**src/rtl/tpbm_pkg.sv**
```systemverilog
// Shared types and constants of the transport stream PCR bitrate meter.
// No dependencies.
package tpbm_pkg;

   localparam int COUNT_BITS_DEF = 32;
   localparam int PCR_W          = 33;
   localparam int FIELD_W        = 32;
   localparam int QUO_W          = 64;

   // bits per packet times PCR ticks per second
   localparam int SCALE_W = 28;
   localparam logic [SCALE_W-1:0] BITRATE_SCALE = SCALE_W'(188 * 8 * 90000);

   typedef enum logic [2:0] {
      OP_NONE,
      OP_ACCEPT,
      OP_MUL_STEP,
      OP_DIV_STEP,
      OP_BR_STORE,
      OP_AVG_STORE,
      OP_OUT_LOAD
   } dp_op_type;

   typedef struct packed {
      dp_op_type op;
      logic      kbit;   // scale bit for a multiply step
      logic      high;   // divide step produces a quotient bit at or above 2^64
   } dp_cmd_type;

   typedef struct packed {
      logic measure;     // word on the input closes a window with a positive delta
   } dp_status_type;

endpackage

```
**src/rtl/tpbm_dp.sv**
```systemverilog
// Datapath of the PCR bitrate meter: counters, window state, shift-add
// multiplier and shared restoring divider, result register. Uses tpbm_pkg.
module tpbm_dp #(
   parameter int COUNT_BITS = tpbm_pkg::COUNT_BITS_DEF
) (
   input  logic                         clock,
   input  logic                         reset,
   input  tpbm_pkg::dp_cmd_type         cmd,
   output tpbm_pkg::dp_status_type      status,
   input  logic                         req_pcr_present,
   input  logic [tpbm_pkg::PCR_W-1:0]   req_pcr_base,
   input  logic                         req_is_video,
   output logic [tpbm_pkg::FIELD_W-1:0] rsp_pcr_packets,
   output logic [tpbm_pkg::FIELD_W-1:0] rsp_video_packets,
   output logic                         rsp_new_measurement,
   output logic [tpbm_pkg::QUO_W-1:0]   rsp_last_bitrate,
   output logic [tpbm_pkg::QUO_W-1:0]   rsp_average_bitrate,
   output logic [tpbm_pkg::FIELD_W-1:0] rsp_measurement_count,
   output logic                         rsp_average_valid,
   output logic                         rsp_pair_error
);

   localparam int PCR_W   = tpbm_pkg::PCR_W;
   localparam int FIELD_W = tpbm_pkg::FIELD_W;
   localparam int QUO_W   = tpbm_pkg::QUO_W;
   localparam int PROD_W  = COUNT_BITS + tpbm_pkg::SCALE_W;
   localparam int DVD_W   = (PROD_W > QUO_W) ? PROD_W : QUO_W;
   localparam int DIV_W   = (COUNT_BITS > PCR_W) ? COUNT_BITS : PCR_W;

   logic [PCR_W-1:0]      start_ff, start_in;
   logic [COUNT_BITS-1:0] pkts_ff, pkts_in;
   logic [COUNT_BITS-1:0] pcr_tot_ff, pcr_tot_in;
   logic [COUNT_BITS-1:0] vid_tot_ff, vid_tot_in;
   logic [COUNT_BITS-1:0] meas_ff, meas_in;
   logic [QUO_W-1:0]      sum_ff, sum_in;
   logic [QUO_W-1:0]      latest_ff, latest_in;
   logic [QUO_W-1:0]      avg_ff, avg_in;

   logic [COUNT_BITS-1:0] mcand_ff, mcand_in;
   logic [DVD_W-1:0]      dvd_ff, dvd_in;
   logic [DIV_W-1:0]      divisor_ff, divisor_in;
   logic [DIV_W-1:0]      rem_ff, rem_in;
   logic [QUO_W-1:0]      q_ff, q_in;
   logic                  over_ff, over_in;
   logic                  fresh_ff, fresh_in;
   logic                  err_ff, err_in;

   logic [FIELD_W-1:0] out_pcr_ff, out_pcr_in;
   logic [FIELD_W-1:0] out_vid_ff, out_vid_in;
   logic               out_fresh_ff, out_fresh_in;
   logic [QUO_W-1:0]   out_latest_ff, out_latest_in;
   logic [QUO_W-1:0]   out_avg_ff, out_avg_in;
   logic [FIELD_W-1:0] out_meas_ff, out_meas_in;
   logic               out_avalid_ff, out_avalid_in;
   logic               out_err_ff, out_err_in;

   logic [FIELD_W-1:0] pcr_show, vid_show, meas_show;

   logic               pcr_valid;
   logic               pcr_later;
   logic [PCR_W-1:0]   delta;
   logic [DIV_W:0]     trial;
   logic [DIV_W:0]     diff;
   logic               take;
   logic [QUO_W-1:0]   br;
   logic [QUO_W:0]     sum_wide;
   logic [QUO_W-1:0]   sum_sat;
   logic [COUNT_BITS-1:0] meas_inc;

   if (COUNT_BITS > FIELD_W) begin : g_clip
      assign pcr_show  = (|pcr_tot_ff[COUNT_BITS-1:FIELD_W]) ? '1 : pcr_tot_ff[FIELD_W-1:0];
      assign vid_show  = (|vid_tot_ff[COUNT_BITS-1:FIELD_W]) ? '1 : vid_tot_ff[FIELD_W-1:0];
      assign meas_show = (|meas_ff[COUNT_BITS-1:FIELD_W]) ? '1 : meas_ff[FIELD_W-1:0];
   end else begin : g_ext
      assign pcr_show  = FIELD_W'(pcr_tot_ff);
      assign vid_show  = FIELD_W'(vid_tot_ff);
      assign meas_show = FIELD_W'(meas_ff);
   end

   assign pcr_valid      = req_pcr_present && (|req_pcr_base);
   assign pcr_later      = req_pcr_base > start_ff;
   assign delta          = req_pcr_base - start_ff;
   assign status.measure = pcr_valid && (|start_ff) && pcr_later;

   assign trial = {rem_ff, dvd_ff[DVD_W-1]};
   assign diff  = trial - {1'b0, divisor_ff};
   assign take  = trial >= {1'b0, divisor_ff};

   assign br       = over_ff ? '1 : q_ff;
   assign sum_wide = {1'b0, sum_ff} + {1'b0, br};
   assign sum_sat  = sum_wide[QUO_W] ? '1 : sum_wide[QUO_W-1:0];
   assign meas_inc = (&meas_ff) ? meas_ff : meas_ff + COUNT_BITS'(1);

   always_comb begin
      start_in      = start_ff;
      pkts_in       = pkts_ff;
      pcr_tot_in    = pcr_tot_ff;
      vid_tot_in    = vid_tot_ff;
      meas_in       = meas_ff;
      sum_in        = sum_ff;
      latest_in     = latest_ff;
      avg_in        = avg_ff;
      mcand_in      = mcand_ff;
      dvd_in        = dvd_ff;
      divisor_in    = divisor_ff;
      rem_in        = rem_ff;
      q_in          = q_ff;
      over_in       = over_ff;
      fresh_in      = fresh_ff;
      err_in        = err_ff;
      out_pcr_in    = out_pcr_ff;
      out_vid_in    = out_vid_ff;
      out_fresh_in  = out_fresh_ff;
      out_latest_in = out_latest_ff;
      out_avg_in    = out_avg_ff;
      out_meas_in   = out_meas_ff;
      out_avalid_in = out_avalid_ff;
      out_err_in    = out_err_ff;

      case (cmd.op)
         tpbm_pkg::OP_ACCEPT: begin
            if (req_is_video && !(&vid_tot_ff)) begin
               vid_tot_in = vid_tot_ff + COUNT_BITS'(1);
            end
            fresh_in   = 1'b0;
            err_in     = 1'b0;
            mcand_in   = pkts_ff;
            divisor_in = DIV_W'(delta);
            dvd_in     = '0;
            rem_in     = '0;
            q_in       = '0;
            over_in    = 1'b0;
            if (!pcr_valid) begin
               if (!(&pkts_ff)) begin
                  pkts_in = pkts_ff + COUNT_BITS'(1);
               end
            end else begin
               err_in   = (|start_ff) && !pcr_later;
               start_in = req_pcr_base;
               pkts_in  = '0;
               if (!(&pcr_tot_ff)) begin
                  pcr_tot_in = pcr_tot_ff + COUNT_BITS'(1);
               end
            end
         end
         tpbm_pkg::OP_MUL_STEP: begin
            dvd_in = {dvd_ff[DVD_W-2:0], 1'b0} + (cmd.kbit ? DVD_W'(mcand_ff) : '0);
         end
         tpbm_pkg::OP_DIV_STEP: begin
            dvd_in  = {dvd_ff[DVD_W-2:0], 1'b0};
            rem_in  = take ? diff[DIV_W-1:0] : trial[DIV_W-1:0];
            q_in    = {q_ff[QUO_W-2:0], take};
            over_in = over_ff || (take && cmd.high);
         end
         tpbm_pkg::OP_BR_STORE: begin
            latest_in  = br;
            sum_in     = sum_sat;
            meas_in    = meas_inc;
            fresh_in   = 1'b1;
            dvd_in     = DVD_W'(sum_sat);
            divisor_in = DIV_W'(meas_inc);
            rem_in     = '0;
            q_in       = '0;
            over_in    = 1'b0;
         end
         tpbm_pkg::OP_AVG_STORE: begin
            avg_in = q_ff;
         end
         tpbm_pkg::OP_OUT_LOAD: begin
            out_pcr_in    = pcr_show;
            out_vid_in    = vid_show;
            out_fresh_in  = fresh_ff;
            out_latest_in = latest_ff;
            out_avg_in    = avg_ff;
            out_meas_in   = meas_show;
            out_avalid_in = |meas_ff;
            out_err_in    = err_ff;
         end
         default: begin
         end
      endcase
   end

   always_ff @(posedge clock) begin
      if (reset) begin
         start_ff   <= '0;
         pkts_ff    <= '0;
         pcr_tot_ff <= '0;
         vid_tot_ff <= '0;
         meas_ff    <= '0;
         sum_ff     <= '0;
         latest_ff  <= '0;
         avg_ff     <= '0;
      end else begin
         start_ff   <= start_in;
         pkts_ff    <= pkts_in;
         pcr_tot_ff <= pcr_tot_in;
         vid_tot_ff <= vid_tot_in;
         meas_ff    <= meas_in;
         sum_ff     <= sum_in;
         latest_ff  <= latest_in;
         avg_ff     <= avg_in;
      end
   end

   always_ff @(posedge clock) begin
      mcand_ff      <= mcand_in;
      dvd_ff        <= dvd_in;
      divisor_ff    <= divisor_in;
      rem_ff        <= rem_in;
      q_ff          <= q_in;
      over_ff       <= over_in;
      fresh_ff      <= fresh_in;
      err_ff        <= err_in;
      out_pcr_ff    <= out_pcr_in;
      out_vid_ff    <= out_vid_in;
      out_fresh_ff  <= out_fresh_in;
      out_latest_ff <= out_latest_in;
      out_avg_ff    <= out_avg_in;
      out_meas_ff   <= out_meas_in;
      out_avalid_ff <= out_avalid_in;
      out_err_ff    <= out_err_in;
   end

   assign rsp_pcr_packets       = out_pcr_ff;
   assign rsp_video_packets     = out_vid_ff;
   assign rsp_new_measurement   = out_fresh_ff;
   assign rsp_last_bitrate      = out_latest_ff;
   assign rsp_average_bitrate   = out_avg_ff;
   assign rsp_measurement_count = out_meas_ff;
   assign rsp_average_valid     = out_avalid_ff;
   assign rsp_pair_error        = out_err_ff;

`ifndef SYNTHESIS
   a_rem_below_divisor: assert property (@(posedge clock) disable iff (reset)
      (cmd.op == tpbm_pkg::OP_DIV_STEP) |=> (rem_ff < divisor_ff))
      else $error("divider remainder not below divisor");

   a_store_counts: assert property (@(posedge clock) disable iff (reset)
      (cmd.op == tpbm_pkg::OP_BR_STORE) |=> (meas_ff != '0) && fresh_ff)
      else $error("stored bitrate without measurement count");

   a_load_clean: assert property (@(posedge clock) disable iff (reset)
      (cmd.op == tpbm_pkg::OP_OUT_LOAD) |=> !(out_fresh_ff && out_err_ff))
      else $error("result word flags both a measurement and a pair error");
`endif

endmodule

```
**src/rtl/tpbm_ctrl.sv**
```systemverilog
// Sequencer of the PCR bitrate meter: input and result handshakes, step
// counter for the multiply and divide passes. Uses tpbm_pkg.
module tpbm_ctrl #(
   parameter int COUNT_BITS = tpbm_pkg::COUNT_BITS_DEF
) (
   input  logic                    clock,
   input  logic                    reset,
   input  logic                    req_valid,
   output logic                    req_stall,
   output logic                    rsp_valid,
   input  logic                    rsp_stall,
   input  tpbm_pkg::dp_status_type status,
   output tpbm_pkg::dp_cmd_type    cmd
);

   localparam int SCALE_W = tpbm_pkg::SCALE_W;
   localparam int QUO_W   = tpbm_pkg::QUO_W;
   localparam int PROD_W  = COUNT_BITS + SCALE_W;
   localparam int DVD_W   = (PROD_W > QUO_W) ? PROD_W : QUO_W;
   localparam int CNT_W   = $clog2(DVD_W + 1);
   localparam int KIDX_W  = $clog2(SCALE_W);

   typedef enum logic [2:0] {
      S_IDLE,
      S_MUL,
      S_DIV_BR,
      S_BR_STORE,
      S_DIV_AVG,
      S_AVG_STORE,
      S_DONE
   } state_type;

   state_type        state_ff, state_in;
   logic [CNT_W-1:0] cnt_ff, cnt_in;
   logic             rsp_valid_ff, rsp_valid_in;
   logic             out_fire;

   assign out_fire  = (state_ff == S_DONE) && (!rsp_valid_ff || !rsp_stall);
   assign req_stall = state_ff != S_IDLE;
   assign rsp_valid = rsp_valid_ff;

   always_comb begin
      state_in     = state_ff;
      cnt_in       = cnt_ff;
      cmd.op       = tpbm_pkg::OP_NONE;
      cmd.kbit     = tpbm_pkg::BITRATE_SCALE[cnt_ff[KIDX_W-1:0]];
      cmd.high     = cnt_ff >= CNT_W'(QUO_W);
      rsp_valid_in = out_fire ? 1'b1 : (rsp_valid_ff && rsp_stall);
      case (state_ff)
         S_IDLE: begin
            if (req_valid) begin
               cmd.op = tpbm_pkg::OP_ACCEPT;
               if (status.measure) begin
                  state_in = S_MUL;
                  cnt_in   = CNT_W'(SCALE_W - 1);
               end else begin
                  state_in = S_DONE;
               end
            end
         end
         S_MUL: begin
            cmd.op = tpbm_pkg::OP_MUL_STEP;
            if (cnt_ff == '0) begin
               state_in = S_DIV_BR;
               cnt_in   = CNT_W'(DVD_W - 1);
            end else begin
               cnt_in = cnt_ff - CNT_W'(1);
            end
         end
         S_DIV_BR: begin
            cmd.op = tpbm_pkg::OP_DIV_STEP;
            if (cnt_ff == '0) begin
               state_in = S_BR_STORE;
            end else begin
               cnt_in = cnt_ff - CNT_W'(1);
            end
         end
         S_BR_STORE: begin
            cmd.op   = tpbm_pkg::OP_BR_STORE;
            state_in = S_DIV_AVG;
            cnt_in   = CNT_W'(DVD_W - 1);
         end
         S_DIV_AVG: begin
            cmd.op = tpbm_pkg::OP_DIV_STEP;
            if (cnt_ff == '0) begin
               state_in = S_AVG_STORE;
            end else begin
               cnt_in = cnt_ff - CNT_W'(1);
            end
         end
         S_AVG_STORE: begin
            cmd.op   = tpbm_pkg::OP_AVG_STORE;
            state_in = S_DONE;
         end
         S_DONE: begin
            if (out_fire) begin
               cmd.op   = tpbm_pkg::OP_OUT_LOAD;
               state_in = S_IDLE;
            end
         end
         default: begin
            state_in = S_IDLE;
         end
      endcase
   end

   always_ff @(posedge clock) begin
      if (reset) begin
         state_ff     <= S_IDLE;
         cnt_ff       <= '0;
         rsp_valid_ff <= 1'b0;
      end else begin
         state_ff     <= state_in;
         cnt_ff       <= cnt_in;
         rsp_valid_ff <= rsp_valid_in;
      end
   end

`ifndef SYNTHESIS
   a_no_overwrite: assert property (@(posedge clock) disable iff (reset)
      (cmd.op == tpbm_pkg::OP_OUT_LOAD) |-> (!rsp_valid_ff || !rsp_stall))
      else $error("result register loaded while a stalled word waits");

   a_measure_path: assert property (@(posedge clock) disable iff (reset)
      (state_ff == S_IDLE && req_valid && status.measure) |=>
         (state_ff == S_MUL && cnt_ff == CNT_W'(SCALE_W - 1)))
      else $error("closing PCR did not start the multiply pass");

   a_rsp_hold: assert property (@(posedge clock) disable iff (reset)
      (rsp_valid_ff && rsp_stall) |=> rsp_valid_ff)
      else $error("stalled result word dropped");
`endif

endmodule

```
**src/rtl/ts_pcr_bitrate_meter.sv**
```systemverilog
// Top level of the transport stream PCR bitrate meter.
// Instantiates tpbm_ctrl and tpbm_dp; uses tpbm_pkg.
//
// One input word per transport packet; one result word per input word. A
// word that does not close a measurement window goes from acceptance through
// the done state to the result register. A nonzero PCR above the one that
// opened the window runs the bitrate pass: a shift-add multiply by
// 188*8*90000, then a restoring divide of that product by the PCR delta and a
// second divide of the running sum by the measurement count, one quotient bit
// per cycle over max(COUNT_BITS+28, 64) bits each, besides the accept, a store
// of the bitrate, a store of the average and a load of the result register; a
// stalled result in the result register holds off that load. One word is in
// work at a time; the result register lets the next word be taken while a
// finished result still waits.
module ts_pcr_bitrate_meter #(
   parameter int COUNT_BITS = tpbm_pkg::COUNT_BITS_DEF
) (
   input  logic                         clock,
   input  logic                         reset,
   input  logic                         req_valid,
   output logic                         req_stall,
   input  logic                         req_pcr_present,
   input  logic [tpbm_pkg::PCR_W-1:0]   req_pcr_base,
   input  logic                         req_is_video,
   output logic                         rsp_valid,
   input  logic                         rsp_stall,
   output logic [tpbm_pkg::FIELD_W-1:0] rsp_pcr_packets,
   output logic [tpbm_pkg::FIELD_W-1:0] rsp_video_packets,
   output logic                         rsp_new_measurement,
   output logic [tpbm_pkg::QUO_W-1:0]   rsp_last_bitrate,
   output logic [tpbm_pkg::QUO_W-1:0]   rsp_average_bitrate,
   output logic [tpbm_pkg::FIELD_W-1:0] rsp_measurement_count,
   output logic                         rsp_average_valid,
   output logic                         rsp_pair_error
);

   tpbm_pkg::dp_cmd_type    cmd;
   tpbm_pkg::dp_status_type status;

   tpbm_ctrl #(
      .COUNT_BITS (COUNT_BITS)
   ) u_ctrl (
      .clock     (clock),
      .reset     (reset),
      .req_valid (req_valid),
      .req_stall (req_stall),
      .rsp_valid (rsp_valid),
      .rsp_stall (rsp_stall),
      .status    (status),
      .cmd       (cmd)
   );

   tpbm_dp #(
      .COUNT_BITS (COUNT_BITS)
   ) u_dp (
      .clock                 (clock),
      .reset                 (reset),
      .cmd                   (cmd),
      .status                (status),
      .req_pcr_present       (req_pcr_present),
      .req_pcr_base          (req_pcr_base),
      .req_is_video          (req_is_video),
      .rsp_pcr_packets       (rsp_pcr_packets),
      .rsp_video_packets     (rsp_video_packets),
      .rsp_new_measurement   (rsp_new_measurement),
      .rsp_last_bitrate      (rsp_last_bitrate),
      .rsp_average_bitrate   (rsp_average_bitrate),
      .rsp_measurement_count (rsp_measurement_count),
      .rsp_average_valid     (rsp_average_valid),
      .rsp_pair_error        (rsp_pair_error)
   );

endmodule

```
**config.mk**
```make
export PLATFORM = sky130hd
export DESIGN_NAME = ts_pcr_bitrate_meter
export DESIGN_NICKNAME = d
export VERILOG_FILES = /design/src/rtl/tpbm_pkg.sv /design/src/rtl/tpbm_dp.sv /design/src/rtl/tpbm_ctrl.sv /design/src/rtl/ts_pcr_bitrate_meter.sv
export SDC_FILE = /design/constraint.sdc
export NUM_CORES = 2
export LEC_CHECK = 0
export BUFFER_PORTS_ARGS = -buffer_cell sky130_fd_sc_hd__buf_2
export CORE_MARGIN = 1
export CORE_UTILIZATION = 37
export CTS_BUF_LIST = sky130_fd_sc_hd__clkbuf_16
export CTS_CLUSTER_DIAMETER = 60
export CTS_CLUSTER_SIZE = 28
export DETAILED_ROUTE_END_ITERATION = 8
export GPL_ROUTABILITY_DRIVEN = 0
export SLEW_MARGIN = 20
export SYNTH_ARGS = -nofsm -noshare
export SYNTH_HDL_FRONTEND = slang
export SYNTH_HIERARCHICAL = 1
export SYNTH_SLANG_ARGS = --single-unit
```
**constraint.sdc**
```tcl
create_clock -name clock -period 24.3 [get_ports clock]
set_clock_uncertainty 0.15 [all_clocks]
set_input_delay 3.645 -clock clock [delete_from_list [all_inputs] [get_ports clock]]
set_output_delay 3.645 -clock clock [all_outputs]
set_load 0.02 [all_outputs]
```
* After elaboration in Yosys (flattened, before gate mapping)
Memories as Yosys holds them, arrays and structs flattened. A register that Yosys moved wholly into a read port is not among the register bits.
Index checks and enable logic that the tools add are counted.
** Word-level totals
- Register bits :: 820
- ROM bits :: 32
- Input bits :: 39
- Output and inout port bits :: 229
- Logic and storage cells :: 130
- Memories :: 1
** Memories
- (no name shown) :: depth 32, bits a word 1, read ports 1, clocked after Yosys merged registers in 1, wr ports 0, RTL line tpbm_ctrl.sv:46 : cmd.kbit = tpbm_pkg::BITRATE_SCALE[cnt_ff[KIDX_W-1:0]];
** Operators by class
- Add/sub/neg operators :: 9
- Order comparisons :: 4
- Equal/unequal tests :: 20
- Muxes and demuxes :: 32
- Bitwise operators :: 1
- Reductions and logical operators :: 36
** Operators by type and width (count)
- 64-bit case mux with 4 select lines :: 1
- 33-bit case mux with 2 select lines :: 2
- 32-bit by 1-bit adder with 32-bit output, second input constant :: 4
- 32-bit 2-to-1 mux :: 4
- 64-bit 2-to-1 mux :: 2
- 64-bit case mux with 2 select lines :: 1
- 32-bit AND reduction :: 4
- 33-bit OR reduction :: 2
- 33-bit subtractor :: 2
- 64-bit by 64-bit adder with 65-bit output :: 1
- 64-bit adder :: 1
- 34-bit by 33-bit >= comparator with 1-bit output :: 1
- 33-bit > comparator :: 1
- 33-bit 2-to-1 mux :: 1
- 32-bit OR reduction :: 1
- 7-bit 2-to-1 mux :: 4
- 7-bit case mux with 4 select lines :: 1
- 3-bit 2-to-1 mux :: 7
- 3-bit case mux with 7 select lines :: 1
- 3-bit == test, second input constant :: 6
- 3-bit case mux with 6 select lines :: 1
- 3-bit by 2-bit == test with 1-bit output, second input constant :: 4
- 5-bit 2-to-1 mux :: 2
- 2-bit by 1-bit != test with 1-bit output, second input constant :: 5
- 21 further kinds :: 43

* Longest topological paths before layout
- Depth in word-level cells :: 9
- Gate-level depth with buffers :: 20
- Mapped depth without buffers :: 20

* Hierarchy
The synthesis kept the hierarchy.
** By module, submodules not included
- tpbm_dp :: instances 1, cells an instance 4193, area each 40866.7 um2, sequential area each 20759.9 um2
- tpbm_ctrl :: instances 1, cells an instance 129, area each 1036.0 um2, sequential area each 240.2 um2

* Worst setup path after synthesis
Ideal clock, no wire load.
- Path kind :: input -> register
- From :: in req_valid
- To :: reg u_dp.over_ff (enable)
- Library setup time :: 0.690 ns
- Arrival time :: 11.348 ns
- Required time :: 23.460 ns
- Setup slack :: 12.111 ns
- Stages on the path :: 5
- Buffers on the path :: 1
- Path through :: nor2_1 -> o31ai_1 -> inv_2 -> clkbuf_1 -> o21ai_0
** RTL lines
- from (decl) :: RTL line ts_pcr_bitrate_meter.sv:20 : input logic req_valid,
- to (signal assigned) :: RTL line tpbm_dp.sv:212 : over_ff <= over_in;
- to (decl) :: RTL line tpbm_dp.sv:44 : logic over_ff, over_in;

==> impl_metrics.json <==
{
  "status": "finished clean",
  "p_sw_uw": 2600,
  "critical_path_required_ns": 24.43,
  "cp_cell_sequence": "buf_2 > nand2_1 > nand2_1 > nand2_1 > nand2_1 > nand2_1 > nor2b_2 > nand2_4 > inv_6 > nor2_4 > buf_4 > nand2_2 > buf_4",
  "initialDrtViolationCount": 2559,
  "synth_warnings": 6,
  "cts_sinks": 821,
  "max_stage_delay_ns": 0.87,
  "seq_area_frac_synth": 0.501,
  "synth_top_area_frac": 0.327,
  "pin_count": 268,
  "setup_violations": 0,
  "pre_cts_slack_ns": 15.42,
  "numCtsBuffers": 71,
  "cp_slowest_cell": "inv_6",
  "fillCellCount": 10900,
  "syn_nets": 4538,
  "avgSynthCellArea_um2": 9.70,
  "grt_max_degree": 123,
  "grt-busiest-layer": "met2",
  "post-route-min-period_ns": 8.20,
  "synth_cell_type_count": 105,
  "drv_cap": 0,
  "crit_type": "in -> reg",
  "port_buffers": 267,
  "worstPathArrival_ns": 8.34,
  "synth_compound_area_frac": 0.146,
  "ys_top_cells_by_area": "edfxtp_1, dfxtp_1, ha_1",
  "antenna_found_initial": 3,
  "cpMostUsedCell": "nand2_1",
  "rsz0062_at_grt": "no",
  "syn_to_final_growth_pct": 13.0,
  "route.detailed.drc": 0,
  "wl_per_cell_um": 18.3,
  "grt_pass1_vias": 30600,
  "ys_ff_latch": 821,
  "core_um2": 112000,
  "drive_above_1_share": 0.122,
  "pwr-share-comb": 0.443,
  "hp-start": "u_dp/latest_ff[19]$_SDFFE_PP0P_",
  "synth_cells": 4322,
  "vias": 32300,
  "grt_pass1_wl_um": 173000,
  "clk_latency_ns": 0.66,
  "cts_setup_buffers": 0,
  "setup_ws_ns": 16.10,
  "timing.final.crit_share": 0.338,
  "synth_edf_count": 456,
  "path_clk_slew_ns": 0.09,
  "yosysTopAreaCell": "edfxtp_1",
  "setup_tns_ns": 0,
  "wl_um": 111000,
  "pwr-share-clk": 0.209,
  "synth_top_family_by_area": "simple AND/OR/NAND/NOR gates",
  "tritoncts": "yes",
  "worstMarginPinSlew_ns": 1.07,
  "reg2reg_from": "u_ctrl/state_ff[1]$_SDFFE_PP0P_",
  "vdd_ir_drop_max_uv": 83.3,
  "slew_headroom": 0.288,
  "synthXorXnorAreaFrac": 0.0583,
  "crit_start": "rsp_stall",
  "dp.cells": 5913,
  "dieArea_um2": 115000,
  "max_freq_mhz": 122,
  "viasPerCell": 5.35,
  "hold_viol": 0,
  "p_per_area_nw_per_um2": 130,
  "finalPower_uw": 6170,
  "die_h_um": 339,
  "slew_viol_final": 0,
  "ctsHtreeMaxLevel": 3,
  "synthFlopType": "edfxtp_1",
  "hold_class": "reg -> reg",
  "p_int_uw": 3570,
  "die_x_um": 339,
  "worst-path-max-fanout": 122,
  "grt_overflow": 0,
  "leakage_uw": 0.0180,
  "synthAdderAreaFrac": 0.0536,
  "p_sw_frac": 0.422,
  "cts.root.buffer_cell": "clkbuf_16",
  "rows": 123,
  "nets": 4703,
  "dpl.hpwl_um": 79500,
  "grtUsageTotal": 0.187,
  "cts_buffer_depth": 3,
  "async_reset_ff_frac": 0,
  "final_cells": 6047,
  "ctsHoldBuffers": 0,
  "met3_usage": 0.0273,
  "synth-simple-area-share": 0.194,
  "drtPass1Iterations": 6,
  "worstSetupStartpointType": "input port",
  "synth_mux_area_frac": 0.0146,
  "grt_util_met1": 0.264,
  "met2_usage": 0.297,
  "antenna_left": 0,
  "endpoint_kind": "flip-flop",
  "seq_power_share": 0.348,
  "fin_util": 0.422,
  "synthesis.area_um2": 41900,
  "start_util": 0.373,
  "cts_resized": 0
}
-- cells in the mapped netlist, drive strengths merged, types with 126 or more instances --
cell / instances
inv: 143
nor3: 135
nand2: 434
xor2: 153
o21ai: 195
xnor2: 126
a21oi: 314
edfxtp: 456
dfxtp: 365
nor2: 513
ha: 173
clkbuf: 171
-- critical path: cells and delay by family --
kind | cells | cell delay (ns)
AND/OR/NAND/NOR | 9 | 2.56
buffers and inverters | 4 | 1.94
-- cell families (layout without fill, tap and decap cells) --
group,Yosys count,count (layout)
and+or+nand+nor,1696,1696
xor gates and xnor gates,279,279
AOI/OAI and AO/OA,940,940
buffers and inverters,348,571
adders and majority gates,177,177
DFF,821,821
other,0,2
muxes,61,61
-- worst paths after layout --
path,end,slack [ns],cells after the start
hold / removal,u_dp/rsp_last_bitrate[19]$_DFFE_PN_,0.27,0
setup reg to reg,u_dp/dvd_ff[56]$_DFFE_PP_,18.12,13
setup / recovery,u_dp/dvd_ff[56]$_DFFE_PP_,16.10,13
hold reg to reg,u_dp/rsp_last_bitrate[19]$_DFFE_PN_,0.27,0
-- area by class of cell --
type / count / area, µm² / area share
Clock inverter: 57 / 868 / 0.0183
Tap cell: 1500 / 1880 / 0.0396
Sequential cell: 821 / 21000 / 0.443
Antenna cell: 2 / 5.00 / 0.000106
Inverter: 143 / 544 / 0.0115
Multi-Input combinational cell: 3153 / 19600 / 0.414
Clock buffer: 74 / 1850 / 0.0391
Timing Repair Buffer: 297 / 1590 / 0.0336
-- layer usage --
layer	up-vias	wire length, µm
met5	-	0
met4	0	2520
met3	141	6080
met2	786	50300
met1	15500	51600
li1	15900	-
-- stage by stage --
stage	cell area (µm²)	hold WS [ns]
2_1_floorplan	41900	0.250
3_3_place_gp	44600	0.252
3_5_place_dp	44600	0.264
4_1_cts	47300	0.275
5_1_grt	47400	0.285
6_report	47400	0.271
-- cell usage in the layout (no fill, tap or decap), types with 36 or more instances in the layout --
cell type  instances
clkbuf_16         74
ha_1             173
or3_1             40
nand3_1          123
mux2i_1           59
and2_1           114
nand4_1           83
o211ai_1          41
a21oi_1          312
nor2_1           509
a21o_1            75
nand2_1          429
or2_2             69
dfxtp_1          365
inv_1            138
o21ai_1           71
edfxtp_1         456
a211oi_1          51
xor2_1           153
and3_1            36
xnor2_1          126
buf_2            266
nor3_1           133
o21ai_0          120
-- power groups by stage --
stage	combinational (µW)	sequential, µW	clock (µW)
5_1_grt	3020	2190	1370
6_report	2730	2150	1290
2_1_floorplan	2010	2180	0
3_5_place_dp	2700	2180	0
4_1_cts	2720	2150	1320
3_3_place_gp	2670	2170	0
-- state kept, by name (all words and copies together) (netlist names), 3 cells and up --
| signal | cells |
|---|---|
| u_dp/mcand_ff | 32 |
| u_dp/pkts_ff | 32 |
| u_dp/start_ff | 33 |
| u_dp/rsp_average_bitrate | 64 |
| u_dp/rem_ff | 33 |
| u_dp/rsp_measurement_count | 32 |
| u_dp/avg_ff | 64 |
| u_dp/q_ff | 64 |
| u_dp/latest_ff | 64 |
| u_dp/divisor_ff | 33 |
| u_dp/dvd_ff | 64 |
| u_dp/rsp_last_bitrate | 64 |
| u_ctrl/cnt_ff | 7 |
| u_dp/meas_ff | 32 |
| u_ctrl/state_ff | 3 |
| u_dp/sum_ff | 64 |
| u_dp/rsp_video_packets | 32 |
| u_dp/vid_show | 32 |
| u_dp/pcr_show | 32 |
| u_dp/rsp_pcr_packets | 32 |
No activity file was read; power rests on OpenSTA's default activity.
